## src/design/jsv_pkg.sv

```systemverilog
`timescale 1ns / 1ps
// Shared types and constants of the JSON syntax validator.
// No dependencies; used by the front, queue, back and top modules.
package jsv_pkg;

  localparam int unsigned QueueDepth = 4;
  localparam int unsigned QueuePtrW  = $clog2(QueueDepth);

  // Character classes seen by the parser
  typedef enum logic [3:0] {
    CC_OTHER  = 4'd0,
    CC_WS     = 4'd1,
    CC_DIGIT0 = 4'd2,
    CC_DIGIT  = 4'd3,
    CC_LBRACE = 4'd4,
    CC_RBRACE = 4'd5,
    CC_LBRACK = 4'd6,
    CC_RBRACK = 4'd7,
    CC_QUOTE  = 4'd8,
    CC_BSLASH = 4'd9,
    CC_COLON  = 4'd10,
    CC_COMMA  = 4'd11,
    CC_MINUS  = 4'd12,
    CC_PLUS   = 4'd13,
    CC_DOT    = 4'd14,
    CC_EXP    = 4'd15
  } char_class_e;

  // Verdict / error codes
  typedef enum logic [1:0] {
    ERR_NONE     = 2'd0,
    ERR_INVALID  = 2'd1,
    ERR_TOO_DEEP = 2'd2
  } err_e;

  typedef struct packed {
    logic [7:0]  data_byte;
    logic        end_of_doc;
    char_class_e cls;
  } item_t;

  // Literal text "truefalsenull", indexed by literal progress
  function automatic logic [7:0] lit_char(input logic [3:0] idx);
    logic [7:0] c;
    case (idx)
      4'd0:    c = "t";
      4'd1:    c = "r";
      4'd2:    c = "u";
      4'd3:    c = "e";
      4'd4:    c = "f";
      4'd5:    c = "a";
      4'd6:    c = "l";
      4'd7:    c = "s";
      4'd8:    c = "e";
      4'd9:    c = "n";
      4'd10:   c = "u";
      4'd11:   c = "l";
      4'd12:   c = "l";
      default: c = 8'h00;
    endcase
    return c;
  endfunction

endpackage

```

## src/design/jsv_front.sv

```systemverilog
`timescale 1ns / 1ps
// Input stage: accepts bytes, classifies them and registers the request.
// Depends on jsv_pkg.
module jsv_front (
  input  logic          clk_i,
  input  logic          rst_ni,
  input  logic          in_valid_i,
  output logic          in_ready_o,
  input  logic [7:0]    in_byte_i,
  input  logic          in_last_i,
  output logic          out_valid_o,
  input  logic          out_ready_i,
  output jsv_pkg::item_t out_item_o
);

  logic           valid_q, valid_d;
  jsv_pkg::item_t item_q;
  jsv_pkg::char_class_e cls;

  always_comb begin
    case (in_byte_i)
      8'h20, 8'h09, 8'h0a, 8'h0d: cls = jsv_pkg::CC_WS;
      "0":      cls = jsv_pkg::CC_DIGIT0;
      "{":      cls = jsv_pkg::CC_LBRACE;
      "}":      cls = jsv_pkg::CC_RBRACE;
      "[":      cls = jsv_pkg::CC_LBRACK;
      "]":      cls = jsv_pkg::CC_RBRACK;
      8'h22:    cls = jsv_pkg::CC_QUOTE;
      8'h5c:    cls = jsv_pkg::CC_BSLASH;
      ":":      cls = jsv_pkg::CC_COLON;
      ",":      cls = jsv_pkg::CC_COMMA;
      "-":      cls = jsv_pkg::CC_MINUS;
      "+":      cls = jsv_pkg::CC_PLUS;
      ".":      cls = jsv_pkg::CC_DOT;
      "e", "E": cls = jsv_pkg::CC_EXP;
      default: begin
        if (in_byte_i inside {["1":"9"]}) cls = jsv_pkg::CC_DIGIT;
        else cls = jsv_pkg::CC_OTHER;
      end
    endcase
  end

  assign in_ready_o  = !valid_q || out_ready_i;
  assign out_valid_o = valid_q;
  assign out_item_o  = item_q;

  always_comb begin
    valid_d = valid_q;
    if (in_ready_o) valid_d = in_valid_i;
  end

  always_ff @(posedge clk_i or negedge rst_ni) begin
    if (!rst_ni) begin
      valid_q <= 1'b0;
    end else begin
      valid_q <= valid_d;
    end
  end

  always_ff @(posedge clk_i) begin
    if (in_ready_o && in_valid_i) begin
      item_q.data_byte  <= in_byte_i;
      item_q.end_of_doc <= in_last_i;
      item_q.cls        <= cls;
    end
  end

endmodule

```

## src/design/jsv_fifo.sv

```systemverilog
`timescale 1ns / 1ps
// Short request queue between the classifier and the parser.
// Depends on jsv_pkg.
module jsv_fifo (
  input  logic           clk_i,
  input  logic           rst_ni,
  input  logic           push_valid_i,
  output logic           push_ready_o,
  input  jsv_pkg::item_t push_item_i,
  output logic           pop_valid_o,
  input  logic           pop_i,
  output jsv_pkg::item_t pop_item_o
);

  localparam int unsigned CntW = $clog2(jsv_pkg::QueueDepth + 1);

  jsv_pkg::item_t                  mem_q [jsv_pkg::QueueDepth];
  logic [jsv_pkg::QueuePtrW-1:0]   wr_ptr_q, wr_ptr_d, rd_ptr_q, rd_ptr_d;
  logic [CntW-1:0]                 count_q, count_d;
  logic                            do_push, do_pop;

  assign push_ready_o = (count_q != CntW'(jsv_pkg::QueueDepth));
  assign pop_valid_o  = (count_q != '0);
  assign pop_item_o   = mem_q[rd_ptr_q];
  assign do_push      = push_valid_i && push_ready_o;
  assign do_pop       = pop_i && pop_valid_o;

  always_comb begin
    wr_ptr_d = wr_ptr_q;
    rd_ptr_d = rd_ptr_q;
    count_d  = count_q;
    if (do_push) wr_ptr_d = wr_ptr_q + 1'b1;
    if (do_pop)  rd_ptr_d = rd_ptr_q + 1'b1;
    if (do_push && !do_pop) count_d = count_q + 1'b1;
    else if (!do_push && do_pop) count_d = count_q - 1'b1;
  end

  always_ff @(posedge clk_i or negedge rst_ni) begin
    if (!rst_ni) begin
      wr_ptr_q <= '0;
      rd_ptr_q <= '0;
      count_q  <= '0;
    end else begin
      wr_ptr_q <= wr_ptr_d;
      rd_ptr_q <= rd_ptr_d;
      count_q  <= count_d;
    end
  end

  always_ff @(posedge clk_i) begin
    if (do_push) mem_q[wr_ptr_q] <= push_item_i;
  end

endmodule

```

## src/design/jsv_back.sv

```systemverilog
`timescale 1ns / 1ps
// Parser: lexer phase, container stack and error latch; registers the verdict.
// Depends on jsv_pkg.
module jsv_back #(
  parameter int unsigned MAX_NEST = 31
) (
  input  logic           clk_i,
  input  logic           rst_ni,
  input  logic           item_valid_i,
  input  jsv_pkg::item_t item_i,
  output logic           pop_o,
  output logic           res_valid_o,
  input  logic           res_ready_i,
  output logic [1:0]     res_verdict_o
);

  localparam int unsigned Depth = MAX_NEST + 1;
  localparam int unsigned NestW = $clog2(MAX_NEST + 2);
  localparam logic [NestW-1:0] MaxNestL = NestW'(MAX_NEST);

  localparam logic [4:0] PH_VALUE     = 5'd0;
  localparam logic [4:0] PH_ARR_FIRST = 5'd1;
  localparam logic [4:0] PH_OBJ_FIRST = 5'd2;
  localparam logic [4:0] PH_KEY       = 5'd3;
  localparam logic [4:0] PH_COLON     = 5'd4;
  localparam logic [4:0] PH_AFTER     = 5'd5;
  localparam logic [4:0] PH_STR       = 5'd6;
  localparam logic [4:0] PH_STR_ESC   = 5'd7;
  localparam logic [4:0] PH_KSTR      = 5'd8;
  localparam logic [4:0] PH_KSTR_ESC  = 5'd9;
  localparam logic [4:0] PH_LIT       = 5'd10;
  localparam logic [4:0] PH_NUM_SIGN  = 5'd11;
  localparam logic [4:0] PH_NUM_ZERO  = 5'd12;
  localparam logic [4:0] PH_NUM_INT   = 5'd13;
  localparam logic [4:0] PH_NUM_DOT   = 5'd14;
  localparam logic [4:0] PH_NUM_FRAC  = 5'd15;
  localparam logic [4:0] PH_NUM_EXP   = 5'd16;
  localparam logic [4:0] PH_NUM_EXPS  = 5'd17;
  localparam logic [4:0] PH_NUM_EXPD  = 5'd18;

  localparam logic KindArray  = 1'b0;
  localparam logic KindObject = 1'b1;

  logic [4:0]       phase_q, phase_d;
  logic [3:0]       lit_q, lit_d;
  logic [NestW-1:0] nest_q, nest_d;
  logic [Depth-1:0] stack_q, stack_d;   // bit 0 is the innermost container
  jsv_pkg::err_e    err_q, err_d;
  logic             res_valid_q, res_valid_d;
  logic [1:0]       verdict_q;
  logic [1:0]       verdict;

  logic             do_begin, do_after, push, pop, push_kind;
  logic             fail_inv, fail_deep, is_ws;
  logic [3:0]       lit_next;
  logic             slot_free, take;
  jsv_pkg::char_class_e cls;
  logic [7:0]       b;

  assign cls       = item_i.cls;
  assign b         = item_i.data_byte;
  assign is_ws     = (cls == jsv_pkg::CC_WS);
  assign lit_next  = lit_q + 4'd1;
  assign slot_free = !res_valid_q || res_ready_i;
  // a document end needs room in the result register
  assign take      = item_valid_i && (!item_i.end_of_doc || slot_free);
  assign pop_o     = take;

  always_comb begin
    phase_d   = phase_q;
    lit_d     = lit_q;
    do_begin  = 1'b0;
    do_after  = 1'b0;
    push      = 1'b0;
    push_kind = KindArray;
    pop       = 1'b0;
    fail_inv  = 1'b0;
    fail_deep = 1'b0;

    if (err_q == jsv_pkg::ERR_NONE) begin
      case (phase_q)
        PH_VALUE: begin
          if (!is_ws) do_begin = 1'b1;
        end
        PH_ARR_FIRST: begin
          if (cls == jsv_pkg::CC_RBRACK) begin
            pop     = 1'b1;
            phase_d = PH_AFTER;
          end else if (!is_ws) begin
            do_begin = 1'b1;
          end
        end
        PH_OBJ_FIRST, PH_KEY: begin
          if (is_ws) begin
            phase_d = phase_q;
          end else if (phase_q == PH_OBJ_FIRST && cls == jsv_pkg::CC_RBRACE) begin
            pop     = 1'b1;
            phase_d = PH_AFTER;
          end else if (cls == jsv_pkg::CC_QUOTE) begin
            phase_d = PH_KSTR;
          end else begin
            fail_inv = 1'b1;
          end
        end
        PH_COLON: begin
          if (cls == jsv_pkg::CC_COLON) phase_d = PH_VALUE;
          else if (!is_ws) fail_inv = 1'b1;
        end
        PH_AFTER: do_after = 1'b1;
        PH_STR: begin
          if (cls == jsv_pkg::CC_BSLASH) phase_d = PH_STR_ESC;
          else if (cls == jsv_pkg::CC_QUOTE) phase_d = PH_AFTER;
        end
        PH_STR_ESC: phase_d = PH_STR;
        PH_KSTR: begin
          if (cls == jsv_pkg::CC_BSLASH) phase_d = PH_KSTR_ESC;
          else if (cls == jsv_pkg::CC_QUOTE) phase_d = PH_COLON;
        end
        PH_KSTR_ESC: phase_d = PH_KSTR;
        PH_LIT: begin
          if (lit_q < 4'd13 && b == jsv_pkg::lit_char(lit_q)) begin
            lit_d = lit_next;
            if (lit_next inside {4'd4, 4'd9, 4'd13}) phase_d = PH_AFTER;
          end else begin
            fail_inv = 1'b1;
          end
        end
        PH_NUM_SIGN: begin
          if (cls == jsv_pkg::CC_DIGIT0) phase_d = PH_NUM_ZERO;
          else if (cls == jsv_pkg::CC_DIGIT) phase_d = PH_NUM_INT;
          else fail_inv = 1'b1;
        end
        PH_NUM_DOT: begin
          if (cls inside {jsv_pkg::CC_DIGIT0, jsv_pkg::CC_DIGIT}) phase_d = PH_NUM_FRAC;
          else fail_inv = 1'b1;
        end
        PH_NUM_EXP: begin
          if (cls inside {jsv_pkg::CC_PLUS, jsv_pkg::CC_MINUS}) phase_d = PH_NUM_EXPS;
          else if (cls inside {jsv_pkg::CC_DIGIT0, jsv_pkg::CC_DIGIT}) phase_d = PH_NUM_EXPD;
          else fail_inv = 1'b1;
        end
        PH_NUM_EXPS: begin
          if (cls inside {jsv_pkg::CC_DIGIT0, jsv_pkg::CC_DIGIT}) phase_d = PH_NUM_EXPD;
          else fail_inv = 1'b1;
        end
        PH_NUM_ZERO, PH_NUM_INT, PH_NUM_FRAC, PH_NUM_EXPD: begin
          if (phase_q != PH_NUM_ZERO &&
              cls inside {jsv_pkg::CC_DIGIT0, jsv_pkg::CC_DIGIT}) begin
            phase_d = phase_q;
          end else if ((phase_q == PH_NUM_ZERO || phase_q == PH_NUM_INT) &&
                       cls == jsv_pkg::CC_DOT) begin
            phase_d = PH_NUM_DOT;
          end else if (phase_q != PH_NUM_EXPD && cls == jsv_pkg::CC_EXP) begin
            phase_d = PH_NUM_EXP;
          end else begin
            // the terminating byte is judged as a byte after a value
            do_after = 1'b1;
          end
        end
        default: fail_inv = 1'b1;
      endcase

      if (do_begin) begin
        if (nest_q > MaxNestL) begin
          fail_deep = 1'b1;
        end else begin
          // nest_q <= MAX_NEST here, so the stack always has room
          case (cls)
            jsv_pkg::CC_LBRACE: begin
              push      = 1'b1;
              push_kind = KindObject;
              phase_d   = PH_OBJ_FIRST;
            end
            jsv_pkg::CC_LBRACK: begin
              push      = 1'b1;
              push_kind = KindArray;
              phase_d   = PH_ARR_FIRST;
            end
            jsv_pkg::CC_QUOTE:  phase_d = PH_STR;
            jsv_pkg::CC_MINUS:  phase_d = PH_NUM_SIGN;
            jsv_pkg::CC_DIGIT0: phase_d = PH_NUM_ZERO;
            jsv_pkg::CC_DIGIT:  phase_d = PH_NUM_INT;
            default: begin
              if (b == "t") begin
                lit_d   = 4'd1;
                phase_d = PH_LIT;
              end else if (b == "f") begin
                lit_d   = 4'd5;
                phase_d = PH_LIT;
              end else if (b == "n") begin
                lit_d   = 4'd10;
                phase_d = PH_LIT;
              end else begin
                fail_inv = 1'b1;
              end
            end
          endcase
        end
      end

      if (do_after) begin
        phase_d = PH_AFTER;
        if (!is_ws) begin
          if (nest_q == '0) begin
            fail_inv = 1'b1;
          end else if (cls == jsv_pkg::CC_COMMA) begin
            phase_d = (stack_q[0] == KindObject) ? PH_KEY : PH_VALUE;
          end else if ((stack_q[0] == KindArray && cls == jsv_pkg::CC_RBRACK) ||
                       (stack_q[0] == KindObject && cls == jsv_pkg::CC_RBRACE)) begin
            pop = 1'b1;
          end else begin
            fail_inv = 1'b1;
          end
        end
      end
    end
  end

  always_comb begin
    nest_d  = nest_q;
    stack_d = stack_q;
    err_d   = err_q;
    if (push) begin
      nest_d  = nest_q + 1'b1;
      stack_d = {stack_q[Depth-2:0], push_kind};
    end else if (pop) begin
      nest_d  = nest_q - 1'b1;
      stack_d = {stack_q[Depth-1], stack_q[Depth-1:1]};
    end
    if (fail_deep) err_d = jsv_pkg::ERR_TOO_DEEP;
    else if (fail_inv) err_d = jsv_pkg::ERR_INVALID;
  end

  always_comb begin
    verdict = err_d;
    if (err_d == jsv_pkg::ERR_NONE &&
        (nest_d != '0 || !(phase_d == PH_AFTER || phase_d == PH_NUM_ZERO ||
                           phase_d == PH_NUM_INT || phase_d == PH_NUM_FRAC ||
                           phase_d == PH_NUM_EXPD)))
      verdict = jsv_pkg::ERR_INVALID;
  end

  always_comb begin
    res_valid_d = res_valid_q;
    if (res_ready_i) res_valid_d = 1'b0;
    if (take && item_i.end_of_doc) res_valid_d = 1'b1;
  end

  always_ff @(posedge clk_i or negedge rst_ni) begin
    if (!rst_ni) begin
      phase_q     <= PH_VALUE;
      lit_q       <= '0;
      nest_q      <= '0;
      err_q       <= jsv_pkg::ERR_NONE;
      res_valid_q <= 1'b0;
    end else begin
      res_valid_q <= res_valid_d;
      if (take) begin
        if (item_i.end_of_doc) begin
          // clear for the next document
          phase_q <= PH_VALUE;
          lit_q   <= '0;
          nest_q  <= '0;
          err_q   <= jsv_pkg::ERR_NONE;
        end else begin
          phase_q <= phase_d;
          lit_q   <= lit_d;
          nest_q  <= nest_d;
          err_q   <= err_d;
        end
      end
    end
  end

  always_ff @(posedge clk_i) begin
    if (take) stack_q <= stack_d;
    if (take && item_i.end_of_doc) verdict_q <= verdict;
  end

  assign res_valid_o   = res_valid_q;
  assign res_verdict_o = verdict_q;

endmodule

```

## src/design/json_syntax_validator.sv

```systemverilog
`timescale 1ns / 1ps
// Channel   Dir  Payload                               Accept
// s_axis    in   tdata[7:0] data_byte, tlast end_of_doc tvalid & tready
// m_axis    out  tdata[1:0] verdict, [7:2] zero          tvalid & tready
//
// One byte per cycle sustained unless a final byte waits on a stalled output,
// which holds up the bytes behind it. The front register feeds a four-entry
// queue; the parser takes the queue head and registers the verdict.
// rst_ni clears phase, nesting, error latch, queue and output valid at once.
// Top level: classifier front, request queue, parser back. Depends on jsv_pkg.
module json_syntax_validator #(
  parameter int unsigned MAX_NEST = 31
) (
  input  logic       clk_i,
  input  logic       rst_ni,
  input  logic       s_axis_tvalid_i,
  output logic       s_axis_tready_o,
  input  logic [7:0] s_axis_tdata_i,   // [7:0] data_byte
  input  logic       s_axis_tlast_i,
  output logic       m_axis_tvalid_o,
  input  logic       m_axis_tready_i,
  output logic [7:0] m_axis_tdata_o    // [1:0] verdict, [7:2] zero
);

  logic           fr_valid, fr_ready;
  jsv_pkg::item_t fr_item;
  logic           q_valid, q_pop;
  jsv_pkg::item_t q_item;
  logic [1:0]     verdict;

  jsv_front u_front (
    .clk_i      (clk_i),
    .rst_ni     (rst_ni),
    .in_valid_i (s_axis_tvalid_i),
    .in_ready_o (s_axis_tready_o),
    .in_byte_i  (s_axis_tdata_i),
    .in_last_i  (s_axis_tlast_i),
    .out_valid_o(fr_valid),
    .out_ready_i(fr_ready),
    .out_item_o (fr_item)
  );

  jsv_fifo u_fifo (
    .clk_i       (clk_i),
    .rst_ni      (rst_ni),
    .push_valid_i(fr_valid),
    .push_ready_o(fr_ready),
    .push_item_i (fr_item),
    .pop_valid_o (q_valid),
    .pop_i       (q_pop),
    .pop_item_o  (q_item)
  );

  jsv_back #(
    .MAX_NEST(MAX_NEST)
  ) u_back (
    .clk_i        (clk_i),
    .rst_ni       (rst_ni),
    .item_valid_i (q_valid),
    .item_i       (q_item),
    .pop_o        (q_pop),
    .res_valid_o  (m_axis_tvalid_o),
    .res_ready_i  (m_axis_tready_i),
    .res_verdict_o(verdict)
  );

  assign m_axis_tdata_o = {6'd0, verdict};

endmodule

```

## config.mk

```make
export PLATFORM = sky130hd
export DESIGN_NAME = json_syntax_validator
export DESIGN_NICKNAME = d
export VERILOG_FILES = /design/src/design/jsv_pkg.sv /design/src/design/jsv_front.sv /design/src/design/jsv_fifo.sv /design/src/design/jsv_back.sv /design/src/design/json_syntax_validator.sv
export SDC_FILE = /design/constraint.sdc
export NUM_CORES = 1
export LEC_CHECK = 0
export ABC_CLOCK_PERIOD_IN_PS = 3700
export BUFFER_PORTS_ARGS = -buffer_cell sky130_fd_sc_hd__buf_2
export CAP_MARGIN = 20
export CORE_MARGIN = 1
export CORE_UTILIZATION = 45
export CTS_BUF_LIST = sky130_fd_sc_hd__clkbuf_2 sky130_fd_sc_hd__clkbuf_4 sky130_fd_sc_hd__clkbuf_8
export CTS_CLUSTER_SIZE = 12
export DETAILED_ROUTE_END_ITERATION = 8
export PLACE_DENSITY = 0.66
export REMOVE_ABC_BUFFERS = 1
export SETUP_SLACK_MARGIN = 0.05
export SYNTH_ARGS = -nofsm -noshare
export SYNTH_HDL_FRONTEND = slang
export SYNTH_SLANG_ARGS = --single-unit
export TNS_END_PERCENT = 50
```

## constraint.sdc

```tcl
create_clock -name clk_i -period 3.7 [get_ports clk_i]
set_input_delay 0.74 -clock clk_i [delete_from_list [all_inputs] [get_ports clk_i]]
set_output_delay 0.74 -clock clk_i [all_outputs]
set_load 0.02 [all_outputs]
```

==> flow_summary_export.csv <==
group,metric,value,unit
logic_synthesis,synth-seq-area-share,50.6,%
finish,register_area,0.00362,mm^2
critical_path,rr_startpoint,"u_back.lit_q[0]",
logic_synthesis,yosysUniqueCellTypes,76,
placement,place_hpwl,11500,um
clocking,ctsHoldBuffers,0,
logic_synthesis,synthArstFlopShare,20.8,%
drt,drt-initial-drc-count,557,
critical_path,crit_type,"flip-flop to flip-flop",
critical_path,worstPathMaxFanout,13,
logic_synthesis,syn_inst,712,
critical_path,crit_start,"u_back.lit_q[0]",
critical_path,required,3.88,ns
logic_synthesis,synth-edff-count,99,
outcome,status,"completed",
floorplanning,row_count,45,
clocking,htreeDepth,4,
global_route,antenna_found_initial,0,
clocking,numClockSinks,125,
pwr,power,6.30,mW
global_route,grt_usage,20.9,%
sta,rsz0062_at_grt,"false",
clocking,clock_latency,0.44,ns
sta,max-slew-margin-rel,50.6,%
drt,drc,0,
finish,fin_nets,759,
logic_synthesis,netlist_area,0.00716,mm^2
sta,hold-worst-slack,0.348,ns
clocking,cts_tree,"built",
floorplanning,die_x,128,um
critical_path,endpoint_kind,"flip-flop",
floorplanning,initial_core_util,46.6,%
finish,stdcell_count,956,
clocking,clk_pin_slew_worst_paths,0.08,ns
global_route,grt_pass1_wl,26800,um
sta,timing_hold_violations_final,0,
drt,drt_first_pass_iters,5,
placement,gp_congestion,0.949,
logic_synthesis,synthFlopType,"edfxtp_1",
logic_synthesis,ys_ff_latch,125,
drt,wl_per_cell,16.9,um
sta,fin_setup_tns,0,ns
floorplanning,die_h,128,um
finish,multi_input_area,0.00325,mm^2
critical_path,critPathArrivalTime,3.62,ns
finish,drive_gt1_share,14.0,%
sta,min_period,3.45,ns
finish,final_area,0.00787,mm^2
placement,dp.cells,924,
sta,max_freq,290,MHz
drt,routed_wl,16200,um
clocking,clk_path_buf_depth,2,
global_route,grt_pass1_vias,5387,
finish,num-fill-cells,1376,
clocking,root_buffer,"clkbuf_8",
global_route,grt_remaining_overflow,0,
finish,diodes,0,
job,drv_cap,0,
worst_hold_path,hold_path.class,"primary input to asynchronous set/reset pin",
pwr,power.density,800,mW/mm^2
finish,areaGrowthSynthToFinish,9.95,%
placement,place_area,0.00748,mm^2
sta,tightest_slew,0.739,ns
drt,ant_nets,0,
sta,clock_skew,0.0168,ns
logic_synthesis,syn_area_per_cell,10.1,um^2
sta,finalCritPeriodShare,93.1,%
drt,viasPerCell,5.83,
floorplanning,dieArea,0.0164,mm^2
global_route,grt_start_max_net_pins,36,
pwr,ir_drop,283,uV
critical_path,worstSetupStartpointType,"flip-flop",
floorplanning,core,0.0154,mm^2
sta,slew_violations,0,
pwr,p_leak,2.96,nW
sta,setup_viol,0,
drt,dr_total_vias,5570,
logic_synthesis,yosysWarnings,0,
placement,place.port_buffers,16,
clocking,cts_buffers,17,
floorplanning,io_pins,23,
state kept, by name, indices dropped and copies added, names as in the netlist:
register,count
u_back.err_q,2
u_back.lit_q,4
u_back.nest_q,6
u_back.phase_q,5
u_back.res_valid_o,1
u_back.res_verdict_o,2
u_back.stack_q,32
u_fifo.count_q,3
u_fifo.mem_q,52
u_fifo.rd_ptr_q,2
u_fifo.wr_ptr_q,2
u_front.out_item_o,13
u_front.out_valid_o,1
cell usage after synthesis (13+ instances only):
library cell	instances	share of area (%)
nor2_1	56	2.9
edfxtp_1	99	42
dfrtp_1	26	9.1
a21oi_1	30	2.1
ha_1	13	2.3
nand3_1	16	1.1
nor3_1	26	1.8
inv_1	26	1.4
o21ai_0	38	2.7
clkbuf_1	19	1.0
nand2_1	135	7.1
nand2b_1	13	1.1
kinds of logic after synthesis:
kind of cell | share of synthesized area, %
and+or+nand+nor | 21.5
AOI/OAI and AO/OA | 13.9
DFF | 50.6
buffers and inverters | 4.51
muxes | 4.81
xor gates and xnor gates | 2.08
adders and majority gates | 2.55
other | 0.0524
routing by layer:
layer  vias to the layer above  GRT usage, %  wire (um)
met5                         -             0          0
met4                         0          9.13        428
met3                        42          4.22        818
met2                       198          33.7       7640
met1                      2704          27.5       7270
li1                       2626             -          -
stage by stage:
step	setup WS (ns)	utilization, %
floorplan	-1.28	-
global placement	0.136	48.7
detailed placement	0.181	48.7
CTS	0.176	51.1
global route	0.0941	51.2
finish	0.255	51.2
layout by cell type (no fill, tap or decap), types with 10 or more instances in the layout:
cell type,count
nor3_1,26
a31oi_1,12
edfxtp_1,99
nor2_1,55
mux4_2,12
a21oi_1,30
nand3_1,16
ha_1,13
clkbuf_8,17
o21ai_0,38
inv_1,26
nand2_1,135
nor2b_1,10
buf_2,16
nor4_1,10
nand2b_1,13
buf_4,21
dfrtp_1,26
worst paths after layout:
check	endpoint	slack, ns	cells past startpoint
worst min register to register	u_fifo.mem_q[3][0]	0.50	0
min in group clk_i	u_front.out_item_o[4]	0.48	1
max in group asynchronous	u_fifo.rd_ptr_q[0]	2.88	1
worst max register to register	u_back.res_verdict_o[0]	0.25	12
worst min-delay path	u_back.phase_q[3]	0.35	1
worst max-delay path	u_back.res_verdict_o[0]	0.25	12
power by group:
group / total [mW] / internal [mW] / leakage, nW / switching (mW)
combinational: 2.96 / 1.10 / 1.52 / 1.86
sequential: 2.19 / 1.95 / 1.25 / 0.246
clock: 1.14 / 0.613 / 0.188 / 0.531
worst max-delay path: stages (launching register included):
cell	delay, ns
dfrtp_1	0.59
inv_1	0.16
ha_1	0.34
nor3b_1	0.20
a21oi_1	0.07
xor2_1	0.16
nand4_1	0.22
o41ai_2	0.48
o221ai_1	0.20
a31oi_1	0.32
nand2_1	0.10
nor3_1	0.25
o211ai_2	0.10
repair_timing:
| action | 4_1_cts | 5_1_grt |
|---|---|---|
| setup buffers | 0 | 0 |
| setup endpoints to repair | 0 | 1 |
| resized for setup | 0 | 1 |
layout make-up:
class                      count  area share (%)
multi-input combinational    524            41.3
clock inverter                12            1.56
tap                          211            3.35
clock buffer                  20            3.26
inverter                      26            1.24
timing repair buffer          38            3.28
sequential                   125            46.0
(Power assumes the default switching activity.)
